`src/hdl/mira_pkg.sv`:
```
// Shared types, codes and reset constants of the MSI identity range allocator.
// Depends on nothing; every other file of the block but mira_ram imports it.
package mira_pkg;

  localparam int ID_COUNT_DEF   = 2048;
  localparam int HART_COUNT_DEF = 16;

  localparam int CFG_IDX_W  = 2;
  localparam int CFG_DATA_W = 64;
  localparam int TBL_W      = 5;

  localparam logic [11:0] ID_LIMIT_RST    = 12'd255;
  localparam logic [63:0] FILE_BASE_RST   = 64'd0;
  localparam logic [4:0]  STRIDE_SHIFT_RST = 5'd12;
  localparam logic [4:0]  HART_COUNT_RST  = 5'd1;

  typedef enum logic [1:0] {
    CMD_ALLOC      = 2'd0,
    CMD_RESERVE    = 2'd1,
    CMD_SET_TARGET = 2'd2,
    CMD_COMPOSE    = 2'd3
  } cmd_t;

  typedef enum logic [1:0] {
    CFG_ID_LIMIT     = 2'd0,
    CFG_FILE_BASE    = 2'd1,
    CFG_STRIDE_SHIFT = 2'd2,
    CFG_HART_COUNT   = 2'd3
  } cfg_idx_t;

  typedef enum logic [3:0] {
    ST_CLEAR,
    ST_IDLE,
    ST_DECODE,
    ST_SCAN_RD,
    ST_SCAN_LD,
    ST_SCAN,
    ST_MARK_RD,
    ST_MARK_WR,
    ST_TGT,
    ST_RES_CHK,
    ST_CMP_CHK
  } state_t;

  typedef enum logic [2:0] {
    FIN_NONE,
    FIN_ALLOC_FAIL,
    FIN_ALLOC_OK,
    FIN_ECHO_FAIL,
    FIN_SET,
    FIN_RES,
    FIN_CMP
  } fin_t;

  typedef struct packed {
    cmd_t        cmd;
    logic [11:0] run_length;
    logic [10:0] ident;
    logic [3:0]  hart;
  } req_t;

  typedef struct packed {
    logic        ok;
    logic [10:0] first_id;
    logic [63:0] msg_addr;
  } rsp_t;

  // Commands from the controller to the datapath.
  typedef struct packed {
    logic latch;
    logic clr_step;
    logic scan_init;
    logic scan_rd;
    logic scan_ld;
    logic scan_step;
    logic mark_rd;
    logic mark_wr;
    logic tgt_step;
    logic tbl_set;
    logic res_rd;
    logic res_chk;
    logic cmp_rd;
    fin_t fin;
  } ctl_t;

  // Status from the datapath to the controller.
  typedef struct packed {
    cmd_t cmd;
    logic clr_last;
    logic len_zero;
    logic id_bad;
    logic found;
    logic fail;
    logic word_end;
    logic mark_last;
    logic tgt_last;
  } sts_t;

endpackage

```
`src/hdl/mira_ctrl.sv`:
```
// Controller state machine of the allocator: sequences clearing, search,
// marking and table updates. Depends on mira_pkg.
module mira_ctrl
  import mira_pkg::*;
(
  input  logic clk,
  input  logic rst,
  input  logic start,
  input  sts_t sts,
  output ctl_t ctl,
  output logic busy
);

  state_t state, state_next;

  always_ff @(posedge clk) begin
    if (rst) begin
      state <= ST_CLEAR;
    end else begin
      state <= state_next;
    end
  end

  always_comb begin
    state_next = state;
    case (state)
      ST_CLEAR:   if (sts.clr_last) state_next = ST_IDLE;
      ST_IDLE:    if (start) state_next = ST_DECODE;
      ST_DECODE: begin
        case (sts.cmd)
          CMD_ALLOC:   state_next = sts.len_zero ? ST_IDLE : ST_SCAN_RD;
          CMD_RESERVE: state_next = sts.id_bad ? ST_IDLE : ST_RES_CHK;
          CMD_COMPOSE: state_next = sts.id_bad ? ST_IDLE : ST_CMP_CHK;
          default:     state_next = ST_IDLE;
        endcase
      end
      ST_SCAN_RD: state_next = ST_SCAN_LD;
      ST_SCAN_LD: state_next = ST_SCAN;
      ST_SCAN: begin
        if (sts.found) begin
          state_next = ST_MARK_RD;
        end else if (sts.fail) begin
          state_next = ST_IDLE;
        end else if (sts.word_end) begin
          state_next = ST_SCAN_RD;
        end
      end
      ST_MARK_RD: state_next = ST_MARK_WR;
      ST_MARK_WR: state_next = sts.mark_last ? ST_TGT : ST_MARK_RD;
      ST_TGT:     if (sts.tgt_last) state_next = ST_IDLE;
      ST_RES_CHK: state_next = ST_IDLE;
      ST_CMP_CHK: state_next = ST_IDLE;
      default:    state_next = ST_IDLE;
    endcase
  end

  always_comb begin
    ctl  = '0;
    busy = (state != ST_IDLE);
    case (state)
      ST_CLEAR: ctl.clr_step = 1'b1;
      ST_IDLE:  ctl.latch = start;
      ST_DECODE: begin
        case (sts.cmd)
          CMD_ALLOC: begin
            if (sts.len_zero) begin
              ctl.fin = FIN_ALLOC_FAIL;
            end else begin
              ctl.scan_init = 1'b1;
            end
          end
          CMD_RESERVE: begin
            if (sts.id_bad) begin
              ctl.fin = FIN_ECHO_FAIL;
            end else begin
              ctl.res_rd = 1'b1;
            end
          end
          CMD_COMPOSE: begin
            if (sts.id_bad) begin
              ctl.fin = FIN_ECHO_FAIL;
            end else begin
              ctl.cmp_rd = 1'b1;
            end
          end
          default: begin
            ctl.tbl_set = 1'b1;
            ctl.fin     = FIN_SET;
          end
        endcase
      end
      ST_SCAN_RD: ctl.scan_rd = 1'b1;
      ST_SCAN_LD: ctl.scan_ld = 1'b1;
      ST_SCAN: begin
        ctl.scan_step = 1'b1;
        if (!sts.found && sts.fail) ctl.fin = FIN_ALLOC_FAIL;
      end
      ST_MARK_RD: ctl.mark_rd = 1'b1;
      ST_MARK_WR: ctl.mark_wr = 1'b1;
      ST_TGT: begin
        ctl.tgt_step = 1'b1;
        if (sts.tgt_last) ctl.fin = FIN_ALLOC_OK;
      end
      ST_RES_CHK: begin
        ctl.res_chk = 1'b1;
        ctl.fin     = FIN_RES;
      end
      ST_CMP_CHK: ctl.fin = FIN_CMP;
      default: ;
    endcase
  end

  a_start_decodes: assert property (@(posedge clk) disable iff (rst)
    (state == ST_IDLE && start) |=> state == ST_DECODE)
    else $error("accepted transfer did not reach decode");
  a_mark_pairs: assert property (@(posedge clk) disable iff (rst)
    state == ST_MARK_RD |=> state == ST_MARK_WR)
    else $error("map read of marking pass not followed by its write");
  a_scan_loaded: assert property (@(posedge clk) disable iff (rst)
    state == ST_SCAN |-> ($past(state) == ST_SCAN_LD || $past(state) == ST_SCAN))
    else $error("scan ran on a word that was not loaded");

endmodule

```
`config.mk`:
```
export PLATFORM = sky130hd
export DESIGN_NAME = mira_ctrl
export DESIGN_NICKNAME = d
export VERILOG_FILES = /design/src/hdl/mira_pkg.sv /design/src/hdl/mira_ctrl.sv
export SDC_FILE = /design/constraint.sdc
export NUM_CORES = 1
export LEC_CHECK = 0
export BUFFER_PORTS_ARGS = -buffer_cell sky130_fd_sc_hd__buf_2
export CORE_AREA = 3 3 40 42
export CTS_CLUSTER_DIAMETER = 150
export CTS_CLUSTER_SIZE = 24
export DETAILED_ROUTE_END_ITERATION = 10
export DIE_AREA = 0 0 43 45
export GPL_TIMING_DRIVEN = 0
export PLACE_DENSITY = 0.87
export SYNTH_ARGS = -nofsm -noshare
export SYNTH_HDL_FRONTEND = slang
export SYNTH_SLANG_ARGS = --single-unit
```
`constraint.sdc`:
```
create_clock -name clk -period 2.4 [get_ports clk]
set_input_delay 0.48 -clock clk [delete_from_list [all_inputs] [get_ports clk]]
set_output_delay 0.48 -clock clk [all_outputs]
set_load 0.01 [all_outputs]
```
==> impl_results.md, run 1 <==
* Outcome: finished, final reports clean
* CTS Hold Bufs at 0
* Max reg flops at 4
* Worst path max stage delay at 0.39 ns
* GRT overflow at 0
* CTS Buf Count at 3
* Final Total Pwr at 0.234 mW
* Final setup violation count at 0
* Area grow syn2layout at 30.3%
* Final Cycle Share at 87.7%
* Hold Path Sink: state[3]$_SDFFE_PP0P_
* Min-delay src: rst
* PortBufs at 28
* Clock transition at the registers of the reported paths at 0.04 ns
* Post_cts resized at 0
* Top flop regs: state x4
* Initial antenna violation count at 0
* Placed wire-length estimate at 1.33 mm
* Global-route wire length before repair at 2.80 mm
* Die Y at 45 um
* Critical Path Most Common Cell: buf_2
* Asr flop ratio synth at 0%
* Max_slew headroom at 72.7%
* # nets final at 126
* Synth unique cells at 39
* Yosys top cell by area: dfxtp_1
* RSZ-0062 raised after global routing: false
* Final Util at 60.8%
* Power Density at 299 mW/mm^2
* Die footprint at 0.00194 mm^2
* Hold Crit Class: primary input to register
* I/O pin total at 30
* WL final at 1.70 mm
* Seq cells post-synth at 4
* Routed WL per cell at 13.5 um
* Register Area at 80.1 um^2
* Final Wtd Congestion at 0.925
* Synth Instances at 80
* DR pass1 iterations at 4
* Core Rows at 13
* Setup slack, reg-to-reg at 0.97 ns
* Synthesized area at 599 um^2
* Most flops, register: state
* Worst R2R Path Depth at 4
* Tmin final at 2.11 ns
* Drt drc at 0
* Crit path capture type: output port
* Post-route ant nets at 0
* Postcts setup bufs at 0
* Most used DFF post-synth: dfxtp_1
* Syn_nets at 93
* Slew at the pin closest to its max-slew limit at 0.409 ns
* Req. time, crit path at 1.92 ns
* Drt initial violations at 10
* WHS Path Cells at 2
* R2R Path End: state[1]$_SDFFE_PP0P_
* Drt via density at 5.67
* Final hold violations at 0
* Chip Width at 43 um
* Skew final at 0.00332 ns
* Peak Freq at 0.475 GHz
* Reg2reg start: state[1]$_SDFFE_PP0P_
* Max VDD drop at 134 uV
* Overall global routing resource usage at 18.6%
* Clk root buf: clkbuf_4
* Post-synth EDFFs at 0
* Setup TNS at 0 ns
* Max-cap violations at 0
* CTS tree: done
* CP max-delay cell: nor4b_2
* Clk Latency, worst-skew pair at 0.24 ns
* DR vias at 715
* Clock Path Buffers at 2
* Layout cells sized above 1 at 42.3%
* Post-Syn Area per Cell at 7.49 um^2
* Clk sinks at 4
* Cell Chain, Critical Path: buf_2 > nor4b_2 > nand2b_1 > o221ai_1 > buf_2
* Startpoint Class: register
* Top cells by area, synth: dfxtp_1, nand2b_1, nor2_1, a21oi_1, buf_2
* Initial Util at 46.6%
* Crit-path max FO at 10
* Placeable Area at 0.00128 mm^2
* Seq/Total Area, Yosys at 13.4%
* CP top delay family: simple AND/OR/NAND/NOR gates
* Worst path arrival time at 1.63 ns
* Leakage Power at 0.369 nW
* Number of global-route vias before repair at 656
* Largest net degree at the start of global routing at 11
* Bufs and invs on worst path at 2
* Fill cells at 120
* H-tree depth at 1
* Syn. warnings at 0
* Critical path type: register to output port
* Multi-input logic area at 453 um^2
* Max-slew violations at 0
* Top-area cell type share of the netlist area at 13.4%
* Min Hold Slack at 0.448 ns
* ANT cells at 0
-- layout make-up --
| cell class | count | share of cell area (%) |
|---|---|---|
| Multi-Input combinational cell | 65 | 58.0 |
| Timing Repair Buffer | 28 | 17.9 |
| Sequential cell | 4 | 10.3 |
| Buffer | 8 | 7.05 |
| Clock buffer | 3 | 2.88 |
| Tap cell | 15 | 2.40 |
| Inverter | 3 | 1.44 |
-- cell families after synthesis --
kind of cell	count (synthesis)	share of synthesized area, %
AOI/OAI and AO/OA	17	21.7
xor gates and xnor gates	1	1.46
buffers and inverters	11	11.1
DFF	4	13.4
muxes	1	1.88
and+or+nand+nor	46	50.5
-- report_power, final --
part	switching, mW	internal [mW]	leakage, nW
registers	0.00210	0.0693	0.0325
clock network	0.0283	0.0560	0.0138
logic	0.0442	0.0336	0.323
-- worst max-delay path by stage --
stage / slack [ns] / cells past startpoint / endpoint / startpoint
final: 0.29 / 5 / ctl[0] / state[1]$_SDFFE_PP0P_
after global routing: 0.16 / 5 / ctl[0] / state[1]$_SDFFE_PP0P_
after CTS: 0.28 / 5 / ctl[0] / state[1]$_SDFFE_PP0P_
after detailed placement: 0.54 / 5 / ctl[0] / state[1]$_SDFFE_PP0P_
after global placement: 0.60 / 5 / ctl[0] / state[1]$_SDFFE_PP0P_
after floorplan: 0.77 / 4 / ctl[5] / state[1]$_SDFFE_PP0P_
-- per-layer routing --
layer / up-vias / global-route usage [%] / share of wire (%)
met5: - / 0 / 0
met4: 0 / 10.2 / 0
met3: 0 / 1.59 / 4.1
met2: 20 / 31.1 / 49
met1: 329 / 23.7 / 47
li1: 366 / - / -
-- cells in the final DEF, fill, tap and decap left out, types with 2 or more instances in the layout --
cell / count
buf_2: 33
dfxtp_1: 4
clkbuf_4: 3
nor2_1: 8
nand2_1: 4
and3_1: 3
nor3_1: 3
a21oi_1: 5
nor4_1: 4
buf_6: 2
nand2b_1: 8
inv_1: 2
nand3b_1: 2
or3_1: 2
nand3_1: 3
-- per-stage QoR --
step,instances,setup slack (ns),cell area (um^2)
final,126,0.295,781
after CTS,126,0.277,781
after detailed placement,123,0.543,758
after floorplan,80,0.773,599
after global placement,123,0.597,758
after global routing,126,0.159,781
-- cell usage after synthesis, types with 2 or more instances --
master,n
nor4_1,4
nand3b_1,2
nand2b_1,8
dfxtp_1,4
a21oi_1,5
nor3_1,3
and3_1,3
buf_2,5
buf_6,2
or3_1,2
nand2_1,4
inv_1,2
nand3_1,3
nor2_1,8
Note: power is estimated with default switching activity, not from simulation.
==> run 2: changes to the inputs <==
--- a/config.mk
+++ b/config.mk
@@ -12,7 +12,7 @@
 export DETAILED_ROUTE_END_ITERATION = 10
 export DIE_AREA = 0 0 43 45
 export GPL_TIMING_DRIVEN = 0
-export PLACE_DENSITY = 0.87
+export PLACE_DENSITY = 0.79
 export SYNTH_ARGS = -nofsm -noshare
 export SYNTH_HDL_FRONTEND = slang
 export SYNTH_SLANG_ARGS = --single-unit
==> run 2 against run 1 <==
Combinational power about the same. Wire length down 3.6%. Sequential cell count unchanged. Critical path depth unchanged. Core utilization unchanged. Final cell count unchanged. Clock-buffer cell count unchanged. Critical endpoint is now ctl[5].
==> impl_results.md, run 2 (synthesized netlist as in run 1, its figures left out) <==
* Max_slew headroom at 74.0% (+1.3 points)
* RSZ-0062 raised after global routing: false
* Placed wire-length estimate at 1.29 mm (-2.9%)
* Leakage Power at 0.369 nW (unchanged)
* Placeable Area at 0.00128 mm^2 (unchanged)
* PortBufs at 28 (unchanged)
* Multi-input logic area at 453 um^2 (unchanged)
* CP top delay family: simple AND/OR/NAND/NOR gates
* Min Hold Slack at 0.454 ns (+0.00534 ns)
* Crit-path max FO at 10 (unchanged)
* Peak Freq at 0.480 GHz (+1.1%)
* Final setup violation count at 0 (unchanged)
* Crit path capture type: output port
* Top flop regs: state x4
* Slew at the pin closest to its max-slew limit at 0.389 ns (-0.0197 ns)
* Most flops, register: state
* Hold Path Sink: state[3]$_SDFFE_PP0P_
* Max-slew violations at 0 (unchanged)
* Final Cycle Share at 86.8% (-0.93 points)
* H-tree depth at 1 (unchanged)
* Routed WL per cell at 13.0 um (-3.6%)
* Die Y at 45 um (unchanged)
* Layout cells sized above 1 at 42.3% (unchanged)
* R2R Path End: state[1]$_SDFFE_PP0P_
* Post-route ant nets at 0 (unchanged)
* Clk root buf: clkbuf_4
* Cell Chain, Critical Path: buf_2 > nor4b_2 > nand2b_1 > nor3b_1 > buf_2
* Outcome: finished, final reports clean
* Clock transition at the registers of the reported paths at 0.04 ns (about the same)
* Postcts setup bufs at 0 (unchanged)
* Setup crit start: state[1]$_SDFFE_PP0P_
* Drt via density at 5.56 (-2.0%)
* GRT overflow at 0 (unchanged)
* Clk Latency, worst-skew pair at 0.23 ns (about the same)
* Overall global routing resource usage at 18.5% (-0.15 points)
* # nets final at 126 (unchanged)
* Cell internal pwr at 0.159 mW (about the same)
* WL final at 1.64 mm (-3.6%)
* CTS Hold Bufs at 0 (unchanged)
* Min-delay src: rst
* Commonest non-fill, non-tap cells in the layout: buf_2, nand2b_1, nor2_1
* Max VDD drop at 119 uV (-12%)
* Worst R2R Path Depth at 4 (unchanged)
* I/O pin total at 30 (unchanged)
* DR vias at 701 (-2.0%)
* Gate power share at 33.3% (about the same)
* Largest net degree at the start of global routing at 11 (unchanged)
* Initial Util at 46.6% (unchanged)
* Tmin final at 2.08 ns (-0.0223 ns)
* CTS Buf Count at 3 (unchanged)
* Switching Share at 31.7% (-0.22 points)
* Register Area at 80.1 um^2 (unchanged)
* Final instance area at 781 um^2 (unchanged)
* Bufs and invs on worst path at 2 (unchanged)
* Reg2reg start: state[1]$_SDFFE_PP0P_
* WHS Path Cells at 2 (unchanged)
* Power Density at 298 mW/mm^2 (-0.35%)
* ANT cells at 0 (unchanged)
* Startpoint Class: register
* Die footprint at 0.00194 mm^2 (unchanged)
* Area grow syn2layout at 30.3% (unchanged)
* Max-cap violations at 0 (unchanged)
* Seq pwr share at 30.6% (about the same)
* Hold Crit Class: primary input to register
* Placed cell area at 758 um^2 (unchanged)
* CP max-delay cell: nor4b_2
* Worst path max stage delay at 0.37 ns (-0.02 ns)
* Most common cell after layout, fill and taps aside: buf_2
* CTS tree: done
* Global-route wire length before repair at 2.79 mm (-0.50%)
* DR pass1 iterations at 4 (unchanged)
* Post_cts resized at 0 (unchanged)
* Skew final at 0.00324 ns (-0.0000810 ns)
* Critical path type: register to output port
* Critical Path Most Common Cell: buf_2
* Initial antenna violation count at 0 (unchanged)
* P_sw at 0.0738 mW (-1.1%)
* Clk sinks at 4 (unchanged)
* Max reg flops at 4 (unchanged)
* Fill cells at 123 (+2.5%)
* Final Wtd Congestion at 0.880 (-4.8%)
* Clock Path Buffers at 2 (unchanged)
* Setup TNS at 0 ns (unchanged)
* Chip Width at 43 um (unchanged)
* Setup slack, reg-to-reg at 1.00 ns (+0.03 ns)
* Drt initial violations at 11 (+1)
* Req. time, crit path at 1.92 ns (about the same)
* Final hold violations at 0 (unchanged)
* Drt drc at 0 (unchanged)
* Number of global-route vias before repair at 647 (-1.4%)
* Worst path arrival time at 1.60 ns (-0.03 ns)
* Core Rows at 13 (unchanged)
* Clock Power Share at 36.1% (about the same)
==> run 2: cell counts in the layout (fill, tap and decap cells not counted) <==
No cell type changed its count.
==> run 2: cell type report <==
type	instances	share of cell area [%]
Tap cell	15	2.40
Inverter	3	1.44
Buffer	8	7.05
Multi-Input combinational cell	65	58.0
Clock buffer	3	2.88
Sequential cell	4	10.3
Timing Repair Buffer	28	17.9
==> run 2: how the worst max path moves through the flow <==
stage                     endpoint  slack [ns]  cells past startpoint
after global placement      ctl[0]        0.58                      5
final                       ctl[5]        0.32                      5
after CTS                   ctl[5]        0.29                      5
after floorplan             ctl[5]        0.77                      4
after detailed placement    ctl[0]        0.56                      5
after global routing        ctl[0]        0.19                      5
==> run 2: per-stage QoR <==
stage / cells / utilization (%) / worst slack [ns] / power (mW)
finish: 126 / 60.8 / 0.317 / 0.233
global route: 126 / 60.8 / 0.186 / 0.249
CTS: 126 / 60.8 / 0.290 / 0.238
detailed placement: 123 / 59.0 / 0.558 / 0.150
global placement: 123 / 59.0 / 0.580 / 0.148
floorplan: 80 / - / 0.773 / 0.120
==> run 2: power by group through the flow <==
| stage | Clock, mW | Combinational, mW | Sequential (mW) |
|---|---|---|---|
| 2_1_floorplan | 0 | 0.0483 | 0.0719 |
| 3_3_place_gp | 0 | 0.0760 | 0.0722 |
| 3_5_place_dp | 0 | 0.0774 | 0.0722 |
| 4_1_cts | 0.0889 | 0.0777 | 0.0712 |
| 5_1_grt | 0.0911 | 0.0861 | 0.0715 |
| 6_report | 0.0840 | 0.0776 | 0.0711 |
==> run 2: metal layers <==
metal | track usage [%] | share of wire [%] | up-vias
met1 | 25.2 | 46 | 311
met2 | 29.3 | 46 | 28
li1 | - | - | 362
met3 | 2.39 | 7.6 | 0
met4 | 7.83 | 0 | 0
met5 | 0 | 0 | -
==> run 3: changes to the inputs <==
--- a/config.mk
+++ b/config.mk
@@ -6,13 +6,13 @@
 export NUM_CORES = 1
 export LEC_CHECK = 0
 export BUFFER_PORTS_ARGS = -buffer_cell sky130_fd_sc_hd__buf_2
-export CORE_AREA = 3 3 40 42
+export CORE_MARGIN = 3
+export CORE_UTILIZATION = 44
 export CTS_CLUSTER_DIAMETER = 150
 export CTS_CLUSTER_SIZE = 24
 export DETAILED_ROUTE_END_ITERATION = 10
-export DIE_AREA = 0 0 43 45
 export GPL_TIMING_DRIVEN = 0
-export PLACE_DENSITY = 0.79
+export PLACE_DENSITY = 0.77
 export SYNTH_ARGS = -nofsm -noshare
 export SYNTH_HDL_FRONTEND = slang
 export SYNTH_SLANG_ARGS = --single-unit
==> constraint.sdc (replaced) <==
create_clock -name clk -period 2.17 [get_ports clk]
set_input_delay 0.434 -clock clk [delete_from_list [all_inputs] [get_ports clk]]
set_output_delay 0.434 -clock clk [all_outputs]
set_load 0.01 [all_outputs]
==> run 3 against run 2 <==
Sequential power grew 11%. Critical path depth is the same. Hold slack lost 0.038 ns. Wire length grew 2.8%. Clock power grew 6.2%. Sequential cell count is the same. First-iteration DRC count grew 64%. Register-to-register slack lost 0.18 ns. Combinational power grew 12%. Final cell count shrank 0.79%. Non-clock buffer count is the same. Critical path type unchanged. Largest cell class unchanged. Largest power group unchanged.
==> impl_results.md, run 3 (synthesized netlist as in run 1, its figures left out) <==
* Setup TNS at 0 ns (unchanged)
* Reg2reg start: state[1]$_SDFFE_PP0P_
* Layout cells sized above 1 at 42.3% (unchanged)
* Peak Freq at 0.500 GHz
* Routed WL per cell at 13.5 um (+3.6%)
* CTS tree: done
* Crit-path max FO at 10 (unchanged)
* WP depth at 5 (unchanged)
* Setup WS pre-CTS at 0.400 ns (-0.158 ns)
* Die footprint at 0.00184 mm^2 (-4.9%)
* Postcts setup bufs at 0 (unchanged)
* Initial Util at 50.5% (+3.9 points)
* Clk sinks at 4 (unchanged)
* H-tree depth at 1 (unchanged)
* Overall global routing resource usage at 19.1% (+0.65 points)
* Clk root buf: clkbuf_4
* Largest net degree at the start of global routing at 11 (unchanged)
* Clock transition at the registers of the reported paths at 0.04 ns (about the same)
* Post_cts resized at 0 (unchanged)
* Tmin final at 2.00 ns
* CP max-delay cell: nor4b_2
* Critical Path Most Common Cell: buf_2
* Fill cells at 107 (-13%)
* Most flops, register: state
* Final setup violation count at 0 (unchanged)
* Final Wtd Congestion at 0.890 (+1.1%)
* CP top delay family: simple AND/OR/NAND/NOR gates
* Capture point of the worst path: ctl[0]
* Register Area at 80.1 um^2 (unchanged)
* DR pass1 iterations at 4 (unchanged)
* Critical path type: register to output port
* Drt drc at 0 (unchanged)
* CTS Buf Count at 3 (unchanged)
* Max VDD drop at 101 uV (-15%)
* Worst path max stage delay at 0.34 ns (-0.03 ns)
* Final Cycle Share at 92.2%
* Multi-input logic area at 453 um^2 (unchanged)
* Max_slew headroom at 77.1% (+3.1 points)
* Leakage Power at 0.369 nW (unchanged)
* ANT cells at 0 (unchanged)
* Skew final at 0.00169 ns (-0.00156 ns)
* Power Density at 327 mW/mm^2 (+9.8%)
* WL final at 1.68 mm (+2.8%)
* Max-cap violations at 0 (unchanged)
* Placed wire-length estimate at 1.30 mm (+0.47%)
* Worst R2R Path Depth at 4 (unchanged)
* Req. time, crit path at 1.74 ns (-0.18 ns)
* Outcome: finished, final reports clean
* Drt via density at 5.82 (+4.7%)
* I/O pin total at 30 (unchanged)
* Setup slack, reg-to-reg at 0.82 ns (-0.18 ns)
* Bufs and invs on worst path at 2 (unchanged)
* Placeable Area at 0.00119 mm^2 (-7.7%)
* Area grow syn2layout at 30.1%
* Worst path arrival time at 1.57 ns (-0.03 ns)
* Cell Chain, Critical Path: buf_2 > nor4b_2 > nand2b_1 > o221ai_1 > buf_2
* Drt initial violations at 18 (+7)
* Final hold violations at 0 (unchanged)
* PortBufs at 28 (unchanged)
* Top flop regs: state x4
* Startpoint Class: register
* Most common cell after layout, fill and taps aside: buf_2
* Clk Latency, worst-skew pair at 0.23 ns (about the same)
* # nets final at 126 (unchanged)
* Die Y at 42.9 um (-4.7%)
* CTS Hold Bufs at 0 (unchanged)
* RSZ-0062 raised after global routing: false
* Max-slew violations at 0 (unchanged)
* Worst setup margin at 0.169 ns (-0.148 ns)
* Slew at the pin closest to its max-slew limit at 0.342 ns (-0.0466 ns)
* Core Rows at 12 (-1)
* Final Total Pwr at 0.255 mW (+9.7%)
* GRT overflow at 0 (unchanged)
* Crit path capture type: output port
* Commonest non-fill, non-tap cells in the layout: buf_2, nand2b_1, nor2_1
* Post-route ant nets at 0 (unchanged)
* Max reg flops at 4 (unchanged)
* Number of global-route vias before repair at 657 (+1.5%)
* Initial antenna violation count at 0 (unchanged)
* Setup crit start: state[1]$_SDFFE_PP0P_
* Placed cell area at 757 um^2 (-0.16%)
* R2R Path End: state[1]$_SDFFE_PP0P_
* Global-route wire length before repair at 2.77 mm (-0.75%)
* Final instance area at 779 um^2 (-0.16%)
* Hold Crit Class: primary input to register
* Chip Width at 42.9 um (-0.22%)
* DR vias at 728 (+3.9%)
* Clock Path Buffers at 2 (unchanged)
-- run 3: worst min-delay path by stage --
stage / to / startpoint / cells after the start
detailed placement: state[3]$_SDFFE_PP0P_ / rst / 2
CTS: state[3]$_SDFFE_PP0P_ / rst / 2
finish: state[3]$_SDFFE_PP0P_ / rst / 2
global route: state[3]$_SDFFE_PP0P_ / rst / 2
global placement: state[3]$_SDFFE_PP0P_ / rst / 2
floorplan: state[3]$_SDFFE_PP0P_ / rst / 1
-- run 3: layout make-up --
cell class | count | area share, %
Multi-Input combinational cell | 65 | 58.1
Timing Repair Buffer | 28 | 18.0
Sequential cell | 4 | 10.3
Buffer | 8 | 7.06
Clock buffer | 3 | 2.89
Tap cell | 14 | 2.25
Inverter | 3 | 1.44
-- run 3: worst reg2reg max path, stage by stage (launching register included) --
cell	delay (ns)
dfxtp_1	0.30
buf_2	0.18
nor4b_2	0.34
a21bo_1	0.26
a311oi_2	0.19
-- run 3: layer usage --
layer  track usage [%]  wire, um
met5                 0         0
met4              11.2         0
met3              2.12        87
met2              28.7       787
met1              25.7       808
-- run 3: per-stage QoR --
stage,hold WS (ns),utilization [%],instances
finish,0.416,65.7,125
global route,0.409,65.7,125
CTS,0.403,65.7,125
detailed placement,0.652,63.8,122
global placement,0.644,63.8,122
floorplan,0.496,-,80
-- run 3: power by group --
part	switching [mW]	internal, mW	leakage (nW)
Sequential	0.00244	0.0767	0.0325
Combinational	0.0496	0.0372	0.323
Clock	0.0276	0.0617	0.0138
Total	0.0797	0.176	0.369
